==> src/rtl/core/mrlp_pkg.sv <==
`default_nettype none

package mrlp_pkg;

  localparam int TAIL_LEN = 9;

  localparam logic REQ_PUSH = 1'b0;
  localparam logic REQ_READ = 1'b1;

  localparam logic [7:0] CH_CR = 8'h0D;
  localparam logic [7:0] CH_LF = 8'h0A;

  // newest byte at index 0, oldest at the top
  typedef logic [TAIL_LEN-1:0][7:0] tail_t;

  // packed so that the first character of each pattern is the oldest byte
  localparam logic [5:0][7:0] PAT_RING = {"R", "I", "N", "G", CH_CR, CH_LF};
  localparam logic [4:0][7:0] PAT_RDY  = {"R", "D", "Y", CH_CR, CH_LF};
  localparam logic [5:0][7:0] PAT_OK   = {CH_CR, CH_LF, "O", "K", CH_CR, CH_LF};
  localparam logic [8:0][7:0] PAT_ERR  =
    {CH_CR, CH_LF, "E", "R", "R", "O", "R", CH_CR, CH_LF};

  typedef struct packed {
    logic ring;
    logic rdy;
    logic ok;
    logic err;
  } match_t;

  function automatic logic is_crlf(input logic [7:0] b);
    return (b == CH_CR) || (b == CH_LF);
  endfunction

endpackage

`default_nettype wire

==> src/rtl/core/mrlp_if.sv <==
`default_nettype none

interface mrlp_req_if;
  logic       valid;
  logic       ready;
  logic       req_type;
  logic [7:0] rx_byte;
  logic [7:0] read_index;

  modport source(output valid, output req_type, output rx_byte, output read_index,
                 input ready);
  modport sink(input valid, input req_type, input rx_byte, input read_index,
               output ready);
endinterface

interface mrlp_rsp_if;
  logic       valid;
  logic       ready;
  logic       ok_seen;
  logic       error_seen;
  logic       ring_seen;
  logic       ready_seen;
  logic [8:0] payload_length;
  logic [7:0] read_byte;

  modport source(output valid, output ok_seen, output error_seen, output ring_seen,
                 output ready_seen, output payload_length, output read_byte,
                 input ready);
  modport sink(input valid, input ok_seen, input error_seen, input ring_seen,
               input ready_seen, input payload_length, input read_byte,
               output ready);
endinterface

`default_nettype wire

==> src/rtl/core/modem_response_line_parser.sv <==
`default_nettype none

// Channel  Dir  Fields                                    Accept
// req_ch   in   req_type, rx_byte, read_index             valid & ready
// rsp_ch   out  ok_seen, error_seen, ring_seen,            valid & ready
//               ready_seen, payload_length, read_byte
//
// One word in, one word out, one word per cycle sustained unless stalled. The
// line store is a single-port-write / single-read synchronous RAM; a push
// writes at the fill pointer, a read registers the RAM output in the RAM read
// stage, then in the output register. A stalled output still lets one more word
// in. Reset clears counters, tail bytes and flags; the RAM needs no clearing.

module modem_response_line_parser #(
  parameter int STORE_DEPTH = 256
) (
  input  wire              clk,
  input  wire              rst,
  mrlp_req_if.sink         req_ch,
  mrlp_rsp_if.source       rsp_ch
);

  localparam int AW = $clog2(STORE_DEPTH);
  localparam int CW = $clog2(STORE_DEPTH + 1);
  localparam int LW = (CW > 9) ? CW : 9;
  localparam int IW = (AW > 8) ? AW : 8;

  // line state
  logic [CW-1:0]     fill, fill_next;
  logic [CW-1:0]     cont_len, cont_len_next;
  logic [CW-1:0]     run_base, run_base_next;
  logic [CW-1:0]     vis, vis_next;
  mrlp_pkg::tail_t   tail, tail_next;
  logic              ok_flag, ok_flag_next;
  logic              err_flag, err_flag_next;
  logic              ring_flag, ring_flag_next;
  logic              rdy_flag, rdy_flag_next;

  logic [7:0]        line_mem [STORE_DEPTH];
  logic [7:0]        rd_data;

  // RAM read stage
  logic              s1_valid;
  logic              s1_ok, s1_err, s1_ring, s1_rdy, s1_hit;
  logic [8:0]        s1_plen;

  // output register
  logic              s2_valid;
  logic              s2_ok, s2_err, s2_ring, s2_rdy;
  logic [8:0]        s2_plen;
  logic [7:0]        s2_byte;

  logic              s1_move, accept, push, rd_req;
  logic              clr, b_crlf, drop;
  logic [7:0]        b;
  logic [CW-1:0]     f0, f1, cl0, rb0, cl1, rb1;
  mrlp_pkg::tail_t   t0, t1;
  mrlp_pkg::match_t  hit;
  logic              ring_hit, rdy_hit, ok_hit, err_hit;
  logic [LW-1:0]     vis_w, idx_w;
  logic [IW-1:0]     idx_a;
  logic [AW-1:0]     raddr;
  logic [8:0]        plen_next;
  logic              rd_hit;

  assign s1_move      = s1_valid && (!s2_valid || rsp_ch.ready);
  assign req_ch.ready = !rst && (!s1_valid || s1_move);
  assign accept       = req_ch.valid && req_ch.ready;
  assign push         = accept && (req_ch.req_type == mrlp_pkg::REQ_PUSH);
  assign rd_req       = accept && (req_ch.req_type == mrlp_pkg::REQ_READ);
  assign b            = req_ch.rx_byte;

  // pending final code or full store empties the line before the new byte
  assign clr    = ok_flag || err_flag || (fill == CW'(STORE_DEPTH));
  assign f0     = clr ? '0 : fill;
  assign cl0    = clr ? '0 : cont_len;
  assign rb0    = clr ? '0 : run_base;
  assign t0     = clr ? '0 : tail;
  assign b_crlf = mrlp_pkg::is_crlf(b);
  assign drop   = (f0 == '0) && b_crlf;
  assign f1     = f0 + CW'(1);
  assign t1     = {t0[mrlp_pkg::TAIL_LEN-2:0], b};

  // a new text run starts after a CR/LF or at the line start
  assign rb1 = (!b_crlf && ((f0 == '0) || mrlp_pkg::is_crlf(t0[0]))) ? cl0 : rb0;
  assign cl1 = b_crlf ? cl0 : f1;

  mrlp_tail_match u_match (
    .win (t1),
    .hit (hit)
  );

  assign ring_hit = hit.ring && (f1 == CW'(6));
  assign rdy_hit  = hit.rdy  && (f1 == CW'(5));
  assign ok_hit   = hit.ok   && (f1 >= CW'(6));
  assign err_hit  = hit.err  && (f1 >= CW'(9));

  always_comb begin
    fill_next      = fill;
    cont_len_next  = cont_len;
    run_base_next  = run_base;
    vis_next       = vis;
    tail_next      = tail;
    ok_flag_next   = ok_flag;
    err_flag_next  = err_flag;
    ring_flag_next = ring_flag;
    rdy_flag_next  = rdy_flag;
    if (push) begin
      fill_next     = f0;
      cont_len_next = cl0;
      run_base_next = rb0;
      vis_next      = clr ? '0 : vis;
      tail_next     = t0;
      ok_flag_next  = 1'b0;
      err_flag_next = 1'b0;
      if (!drop) begin
        if (ring_hit || rdy_hit) begin
          ring_flag_next = ring_flag || ring_hit;
          rdy_flag_next  = rdy_flag || rdy_hit;
          fill_next      = '0;
          cont_len_next  = '0;
          run_base_next  = '0;
          vis_next       = '0;
          tail_next      = '0;
        end else begin
          fill_next     = f1;
          cont_len_next = cl1;
          run_base_next = rb1;
          tail_next     = t1;
          vis_next      = f1;
          if (ok_hit || err_hit) begin
            ok_flag_next  = ok_hit;
            err_flag_next = err_hit;
            vis_next      = rb1;
          end
        end
      end
    end
  end

  assign vis_w     = LW'(vis_next);
  assign plen_next = (vis_w > LW'(511)) ? 9'h1FF : vis_w[8:0];
  assign idx_w     = LW'(req_ch.read_index);
  assign idx_a     = IW'(req_ch.read_index);
  assign raddr     = idx_a[AW-1:0];
  assign rd_hit    = (req_ch.req_type == mrlp_pkg::REQ_READ) && (idx_w < vis_w);

  always_ff @(posedge clk) begin
    if (push && !drop) begin
      line_mem[f0[AW-1:0]] <= b;
    end
    if (rd_req) begin
      rd_data <= line_mem[raddr];
    end
  end

  always_ff @(posedge clk) begin
    if (rst) begin
      fill      <= '0;
      cont_len  <= '0;
      run_base  <= '0;
      vis       <= '0;
      tail      <= '0;
      ok_flag   <= 1'b0;
      err_flag  <= 1'b0;
      ring_flag <= 1'b0;
      rdy_flag  <= 1'b0;
      s1_valid  <= 1'b0;
      s2_valid  <= 1'b0;
    end else begin
      fill      <= fill_next;
      cont_len  <= cont_len_next;
      run_base  <= run_base_next;
      vis       <= vis_next;
      tail      <= tail_next;
      ok_flag   <= ok_flag_next;
      err_flag  <= err_flag_next;
      ring_flag <= ring_flag_next;
      rdy_flag  <= rdy_flag_next;
      if (accept) begin
        s1_valid <= 1'b1;
      end else if (s1_move) begin
        s1_valid <= 1'b0;
      end
      if (s1_move) begin
        s2_valid <= 1'b1;
      end else if (rsp_ch.ready) begin
        s2_valid <= 1'b0;
      end
    end
  end

  always_ff @(posedge clk) begin
    if (accept) begin
      s1_ok   <= ok_flag_next;
      s1_err  <= err_flag_next;
      s1_ring <= ring_flag_next;
      s1_rdy  <= rdy_flag_next;
      s1_plen <= plen_next;
      s1_hit  <= rd_hit;
    end
    if (s1_move) begin
      s2_ok   <= s1_ok;
      s2_err  <= s1_err;
      s2_ring <= s1_ring;
      s2_rdy  <= s1_rdy;
      s2_plen <= s1_plen;
      s2_byte <= s1_hit ? rd_data : 8'h00;
    end
  end

  assign rsp_ch.valid          = s2_valid;
  assign rsp_ch.ok_seen        = s2_ok;
  assign rsp_ch.error_seen     = s2_err;
  assign rsp_ch.ring_seen      = s2_ring;
  assign rsp_ch.ready_seen     = s2_rdy;
  assign rsp_ch.payload_length = s2_plen;
  assign rsp_ch.read_byte      = s2_byte;

endmodule

`default_nettype wire

==> src/rtl/core/mrlp_tail_match.sv <==
`default_nettype none

module mrlp_tail_match (
  input  wire mrlp_pkg::tail_t  win,
  output mrlp_pkg::match_t      hit
);

  always_comb begin
    hit.ring = (win[5:0] == mrlp_pkg::PAT_RING);
    hit.rdy  = (win[4:0] == mrlp_pkg::PAT_RDY);
    hit.ok   = (win[5:0] == mrlp_pkg::PAT_OK);
    hit.err  = (win[8:0] == mrlp_pkg::PAT_ERR);
  end

endmodule

`default_nettype wire
==> src/flat_wrapper.sv <==
// flat-port wrapper written by rule: the top's interface ports become plain ports
module modem_response_line_parser_flat 
#(
  parameter int STORE_DEPTH = 256
)
  (clk, rst, req_ch_valid, req_ch_req_type, req_ch_rx_byte, req_ch_read_index, req_ch_ready, rsp_ch_valid, rsp_ch_ok_seen, rsp_ch_error_seen, rsp_ch_ring_seen, rsp_ch_ready_seen, rsp_ch_payload_length, rsp_ch_read_byte, rsp_ch_ready);
  mrlp_req_if req_ch_i ();
  mrlp_rsp_if rsp_ch_i ();
  input  wire clk;
  input  wire rst;
  input wire logic [$bits(req_ch_i.valid)-1:0] req_ch_valid;
  input wire logic [$bits(req_ch_i.req_type)-1:0] req_ch_req_type;
  input wire logic [$bits(req_ch_i.rx_byte)-1:0] req_ch_rx_byte;
  input wire logic [$bits(req_ch_i.read_index)-1:0] req_ch_read_index;
  output wire logic [$bits(req_ch_i.ready)-1:0] req_ch_ready;
  output wire logic [$bits(rsp_ch_i.valid)-1:0] rsp_ch_valid;
  output wire logic [$bits(rsp_ch_i.ok_seen)-1:0] rsp_ch_ok_seen;
  output wire logic [$bits(rsp_ch_i.error_seen)-1:0] rsp_ch_error_seen;
  output wire logic [$bits(rsp_ch_i.ring_seen)-1:0] rsp_ch_ring_seen;
  output wire logic [$bits(rsp_ch_i.ready_seen)-1:0] rsp_ch_ready_seen;
  output wire logic [$bits(rsp_ch_i.payload_length)-1:0] rsp_ch_payload_length;
  output wire logic [$bits(rsp_ch_i.read_byte)-1:0] rsp_ch_read_byte;
  input wire logic [$bits(rsp_ch_i.ready)-1:0] rsp_ch_ready;
  assign req_ch_i.valid = req_ch_valid;
  assign req_ch_i.req_type = req_ch_req_type;
  assign req_ch_i.rx_byte = req_ch_rx_byte;
  assign req_ch_i.read_index = req_ch_read_index;
  assign req_ch_ready = req_ch_i.ready;
  assign rsp_ch_valid = rsp_ch_i.valid;
  assign rsp_ch_ok_seen = rsp_ch_i.ok_seen;
  assign rsp_ch_error_seen = rsp_ch_i.error_seen;
  assign rsp_ch_ring_seen = rsp_ch_i.ring_seen;
  assign rsp_ch_ready_seen = rsp_ch_i.ready_seen;
  assign rsp_ch_payload_length = rsp_ch_i.payload_length;
  assign rsp_ch_read_byte = rsp_ch_i.read_byte;
  assign rsp_ch_i.ready = rsp_ch_ready;
  modem_response_line_parser #(.STORE_DEPTH(STORE_DEPTH)) u_core (.clk(clk), .rst(rst), .req_ch(req_ch_i), .rsp_ch(rsp_ch_i));
endmodule
==> config.mk <==
export PLATFORM = sky130hd
export DESIGN_NAME = modem_response_line_parser_flat
export DESIGN_NICKNAME = d
export VERILOG_FILES = /design/src/rtl/core/mrlp_pkg.sv /design/src/rtl/core/mrlp_if.sv /design/src/rtl/core/modem_response_line_parser.sv /design/src/rtl/core/mrlp_tail_match.sv /design/src/flat_wrapper.sv
export SDC_FILE = /design/constraint.sdc
export NUM_CORES = 2
export LEC_CHECK = 0
export ABC_CLOCK_PERIOD_IN_PS = 8200
export BUFFER_PORTS_ARGS = -buffer_cell sky130_fd_sc_hd__buf_4
export CAP_MARGIN = 10
export CORE_MARGIN = 2
export CORE_UTILIZATION = 60
export CTS_CLUSTER_SIZE = 20
export DETAILED_ROUTE_END_ITERATION = 10
export PLACE_DENSITY = 0.83
export SKIP_LAST_GASP = 1
export SLEW_MARGIN = 20
export SYNTH_ARGS = -nofsm -noshare
export SYNTH_HDL_FRONTEND = slang
export SYNTH_SLANG_ARGS = --single-unit
==> constraint.sdc <==
create_clock -name clk -period 8.2 [get_ports clk]
set_input_delay 0.41 -clock clk [delete_from_list [all_inputs] [get_ports clk]]
set_output_delay 0.41 -clock clk [all_outputs]
set_load 0.01 [all_outputs]
After elaboration in Yosys (flattened, before gate mapping). Memory sizes are Yosys's and may differ from the RTL's. A register that Yosys moved wholly into a read port is not among the register bits. Index checks and enable logic that the tools add are counted.

Flip-flop bits (word level): 141. Output and inout port bits: 23. Bits in writable memories: 2048. Memories kept: 1. Bits of input ports: 21.

Add/sub/neg operators: 1. Bitwise operators: 1. Magnitude comparators: 4. Muxes and demuxes: 39. Reduce and logical (&&, ||, !) cells: 32. Equality and inequality tests: 11.

Memory list: u_core.line_mem (depth 256, bits a word 8, read ports 1, clocked after memory_dff 1, write ports 1, line modem_response_line_parser.sv:39) `logic [7:0] line_mem [STORE_DEPTH];`.

Operator list (count): $mux W64 (3); $mux W9 (16); $eq A72 B68 Y1 const B (1); $eq A48 B44 Y1 const B (1); $eq A48 B47 Y1 const B (1); $eq A40 B39 Y1 const B (1); $eq A8 B4 Y1 const B (4); $mux W1 (20); $eq A9 B3 Y1 const B (2); $logic_and A1 B1 Y1 (13); $logic_or A1 B1 Y1 (11); $add A9 B1 Y9 const B (1); $eq A9 B9 Y1 const B (1); $ge A9 B3 Y1 const B (1); $ge A9 B4 Y1 const B (1); $gt A9 B9 Y1 const B (1); $logic_not A9 Y1 (1); $lt A8 B9 Y1 (1); $logic_not A1 Y1 (5); $reduce_bool A2 Y1 (2); $not A1 Y1 (1).

Depth between registers and ports, before layout.
Word-level depth: 14. Gate-level depth with buffers: 21.

By module. A second synthesis with hierarchy kept.

Cells, all modules: 4005. Area, all modules: 85610.9 um^2.

By module, submodules not included: modem_response_line_parser (seq. area each 64912.3 um^2, cells an instance 3959, area each 85265.5 um^2, times used 1); mrlp_tail_match (seq. area each 0.0 um^2, cells an instance 46, area each 345.3 um^2, times used 1).

Worst setup path after synthesis. OpenSTA, ideal clock, no wires.

Path kind: reg-to-reg. Start: register u_core.err_flag. End: register u_core.s1_hit, data pin. Arrival: 3.559 ns. Path slack: 4.488 ns. Cell stages (with the launch flop): 19. Data required time: 8.047 ns. Path buffers: 2. Cell sequence: dfxtp_1 -> nor2_2 -> nand2_1 -> ha_1 -> clkbuf_1 -> or4_1 -> a221oi_1 -> o32ai_1 -> buf_4 -> mux2i_1 -> a22oi_1 -> ha_1 -> a21oi_1 -> nor2b_1 -> o21ai_0 -> nand2_1 -> o221ai_1 -> a31oi_1 -> o22ai_1.

Cells in the longest elaborated chain, start to end: 14.

Ends and longest elaborated chain: from (decl) (line modem_response_line_parser.sv:35) `logic err_flag, err_flag_next;`; from (signal assigned) (line modem_response_line_parser.sv:177) `err_flag <= err_flag_next;`; $logic_or A1 B1 Y1 (*) (2 in a row) (line modem_response_line_parser.sv:74) `assign clr = ok_flag || err_flag || (fill == CW'(STORE_DEPTH));`; branches (longest 8 deep; another with $add A9 B1 Y9); $mux W9 (*) (line modem_response_line_parser.sv:116) `if (!drop) begin`; $mux W9 (*) (line modem_response_line_parser.sv:108) `if (push) begin`; $lt A8 B9 Y1 (*) (line modem_response_line_parser.sv:146) `assign rd_hit = (req_ch.req_type == mrlp_pkg::REQ_READ) && (idx_w < vis_w);`; $logic_and A1 B1 Y1 (*) (line modem_response_line_parser.sv:146); named net u_core.rd_hit (line modem_response_line_parser.sv:64) `logic rd_hit;`; to (signal assigned) (line modem_response_line_parser.sv:200) `s1_hit <= rd_hit;`; to (decl) (line modem_response_line_parser.sv:44) `logic s1_ok, s1_err, s1_ring, s1_rdy, s1_hit;`.

Mark *: on every way through the listed nets, which the timed path passes. A chain may end at the register's enable or synchronous reset.

Worst setup path after layout. Ends and elaborated chain as after synthesis.

==> results.toml <==
[outcome]
status = "finished, violations left"
failed_checks = "design-rule violations"

[floorplanning]
die_area_um2 = 145000
core.rowCount = 138
initial_core_util = 0.603
core_um2 = 141000
fp.dieW_um = 381
die_h_um = 381
num_io_pins = 44

[finish]
seq_area_um2 = 64900
layout_common_cells = "edfxtp_1, mux4_2, nor2_1"
final_cells = 5990
multi_input_area_um2 = 19200
layout-drive-gt1-share = 0.267
fin_util = 0.667
syn2layout_area_growth_pct = 10.7
nFillCells = 7951
fin_nets = 3955
final_common_cell = "edfxtp_1"

[logic_synthesis]
netlist_top_cells_area = "edfxtp_1, mux4_2, dfxtp_1"
synth-edff-count = 2091
avgSynthCellArea_um2 = 22.1
synthesis.nets = 3881
yosysSeqAreaShare = 0.762
yosysTopAreaCell = "edfxtp_1"
yosys.area_share.simple = 0.0283
async_reset_ff_frac = 0
yosysUniqueCellTypes = 66
ys_ff_latch = 2197
synth_compound_area_frac = 0.0129
synth_cells = 3848
synth_top_family_by_area = "multiplexers"
yosys.area.top_type_share = 0.737
synth_xor_area_frac = 0.000926
synthAdderAreaFrac = 0.00176
synth_flop_cell = "edfxtp_1"
synth_area_um2 = 85100
synthMuxAreaShare = 0.181
synth_warnings = 0

[global_routing]
grt_overflow = 0
grt_pass1_vias = 44000
grtUsageTotal = 0.326
grt_max_degree = 175
grt_pass1_wl_um = 334000
antenna_found_initial = 14

[routing]
via_per_inst = 7.39
drtAntennaViolNets = 0
first_pass_iters = 11
routed_wl_um = 234000
drc = 3
vias = 44300
drtIter0Drc = 8145
post_drt_wl_per_cell_um = 39.0

[sta]
drv_slew = 0
skew_ns = 0.0351
min_period_ns = 5.50
max_slew.worst_pin.slew_ns = 1.20
timing.final.crit_share = 0.671
finalSetupViolCount = 0
maxSlewHeadroom = 0.191
hold_viol = 0
fmax_mhz = 182
grt_setup_unrepaired = "false"
fin_setup_tns_ns = 0
setup_ws_ns = 2.70

[min_path]
hold_class = "in2reg"

[cts]
clock_path_buffers = 3
cts.reportedPaths.clkPinSlew_ns = 0.07
root_buffer = "clkbuf_16"
htreeDepth = 4
numCtsBuffers = 199
tritoncts = "yes"
postCtsSetupRepairBufs = 0
clkSinkCount = 2197
clk_latency_ns = 0.86

[setup_path]
worst_ep_required_time_ns = 8.85
r2r_slack_ns = 2.70
worstSetupPathType = "reg2reg"
endpoint = "u_core.s1_hit"
worstPathMaxFanout = 18
ff2ff_path_depth = 20
r2r-start = "u_core.err_flag"
crit_path_start = "u_core.err_flag"
crit_arrival_ns = 6.15
end_kind = "flop"
r2r-end = "u_core.s1_hit"
cp-start-kind = "flop"

[place]
dp_slack_ns = 3.30
place.gp.congestion = 0.864
portBuffers = 43
dpl.hpwl_um = 117000
dp_cells = 5606

[pwr]
finalPower_mw = 23.2
peakVddDrop_mv = 0.229
p_leak_nw = 28.9
power_density_nw_per_um2 = 246

[run]
cap_violations = 0
per-stage QoR:
stage	hold WS, ns	cell area [µm²]
final	0.0394	94300
after global routing	0.0255	94300
after CTS	0.00371	94200
after detailed placement	0.409	87500
after global placement	0.409	87500
after floorplan	0.400	85100
flip-flops by register name (all words and copies together) (netlist names), 8 cells and up:
name and flops:
u_core.run_base 9, u_core.rsp_ch.read_byte 8, u_core.s1_plen 9, u_core.vis 9
u_core.rd_data 8, u_core.tail 64, u_core.rsp_ch.payload_length 9, u_core.cont_len 9
u_core.fill 9, u_core.line_mem 2048
cell type report:
type / instances / area share
Timing Repair Buffer: 103 / 0.0106
Clock buffer: 241 / 0.0556
Antenna cell: 7 / 0.000186
Tap cell: 1890 / 0.0251
Inverter: 23 / 0.000916
Multi-Input combinational cell: 1398 / 0.204
Clock inverter: 131 / 0.0151
Sequential cell: 2197 / 0.689
repair_timing:
| item | in CTS | in global routing |
|---|---|---|
| resized for setup | 0 | 0 |
| hold buffers | 4 | 0 |
| hold endpoints to repair | 3 | 0 |
cell usage after synthesis (2+ instances only):
| library cell | instances |
|---|---|
| mux4_2 | 680 |
| nor4bb_1 | 6 |
| clkbuf_1 | 139 |
| nor4b_1 | 7 |
| nor3_1 | 5 |
| o21ai_1 | 4 |
| o21a_1 | 8 |
| mux2i_1 | 11 |
| nand2_1 | 45 |
| buf_4 | 3 |
| and4_1 | 3 |
| o21ai_0 | 8 |
| nor2b_1 | 17 |
| nand4b_1 | 6 |
| and2_1 | 9 |
| mux2_1 | 2 |
| xor2_1 | 3 |
| and3b_1 | 3 |
| buf_1 | 28 |
| ha_1 | 12 |
| nor4_2 | 2 |
| or3_1 | 8 |
| nand3_1 | 15 |
| a22oi_1 | 73 |
| o31ai_1 | 2 |
| o22ai_1 | 2 |
| nand2b_1 | 2 |
| a21oi_1 | 16 |
| nor4_1 | 9 |
| o211ai_1 | 2 |
| nor2_1 | 363 |
| dfxtp_1 | 106 |
| nor3b_1 | 13 |
| nand4_1 | 8 |
| edfxtp_1 | 2091 |
| a22o_1 | 11 |
| a211oi_1 | 4 |
| buf_2 | 59 |
| or4_1 | 3 |
| xnor2_1 | 6 |
| a31oi_1 | 4 |
| a31o_2 | 2 |
| and3_1 | 4 |
| inv_1 | 22 |
worst min path at each step:
stage / start / end / slack, ns / cells after the start
final: req_ch_rx_byte[5] / u_core.line_mem[77][5] / 0.04 / 1
after global routing: req_ch_rx_byte[5] / u_core.line_mem[77][5] / 0.03 / 1
after CTS: req_ch_rx_byte[5] / u_core.line_mem[77][5] / 0.004 / 1
after detailed placement: u_core.s1_plen[2] / u_core.rsp_ch.payload_length[2] / 0.41 / 0
after global placement: u_core.s1_plen[2] / u_core.rsp_ch.payload_length[2] / 0.41 / 0
after floorplan: u_core.s1_err / u_core.rsp_ch.error_seen / 0.40 / 0
worst max-delay path: stages, from the launching register on:
cell and delay, ns:
dfxtp_1 0.35, nor2_2 0.35, nand2_1 0.29, inv_1 0.23, ha_1 0.35, and3_1 0.28, a31o_2 0.20, o21ai_0 0.26
a2111o_1 0.57, a21oi_2 0.55, nor2_1 0.08, buf_4 0.24, a22oi_1 0.26, ha_1 0.31, a21oi_1 0.15, nor2b_1 0.06
o21ai_0 0.17, nand2_1 0.12, o221ai_1 0.22, a31oi_1 0.07, o22ai_1 0.19
per-layer routing:
metal | wire [µm] | up-vias | global-route usage
li1 | - | 16300 | -
met1 | 76800 | 22900 | 0.428
met2 | 114000 | 4197 | 0.519
met3 | 29000 | 815 | 0.0837
met4 | 13600 | 26 | 0.155
met5 | 296 | - | 0.00165
where the power goes:
group / switching (mW) / total [mW] / internal, mW
sequential: 0.00804 / 12.3 / 12.3
clock: 4.30 / 9.78 / 5.48
combinational: 0.687 / 1.10 / 0.415
cells by family after synthesis:
logic type / Yosys count
buffers and inverters: 253
DFF: 2197
adders and majority gates: 12
and+or+nand+nor: 534
AOI/OAI and AO/OA: 150
xor gates and xnor gates: 9
muxes: 693
No activity file was read; power rests on OpenSTA's default activity.
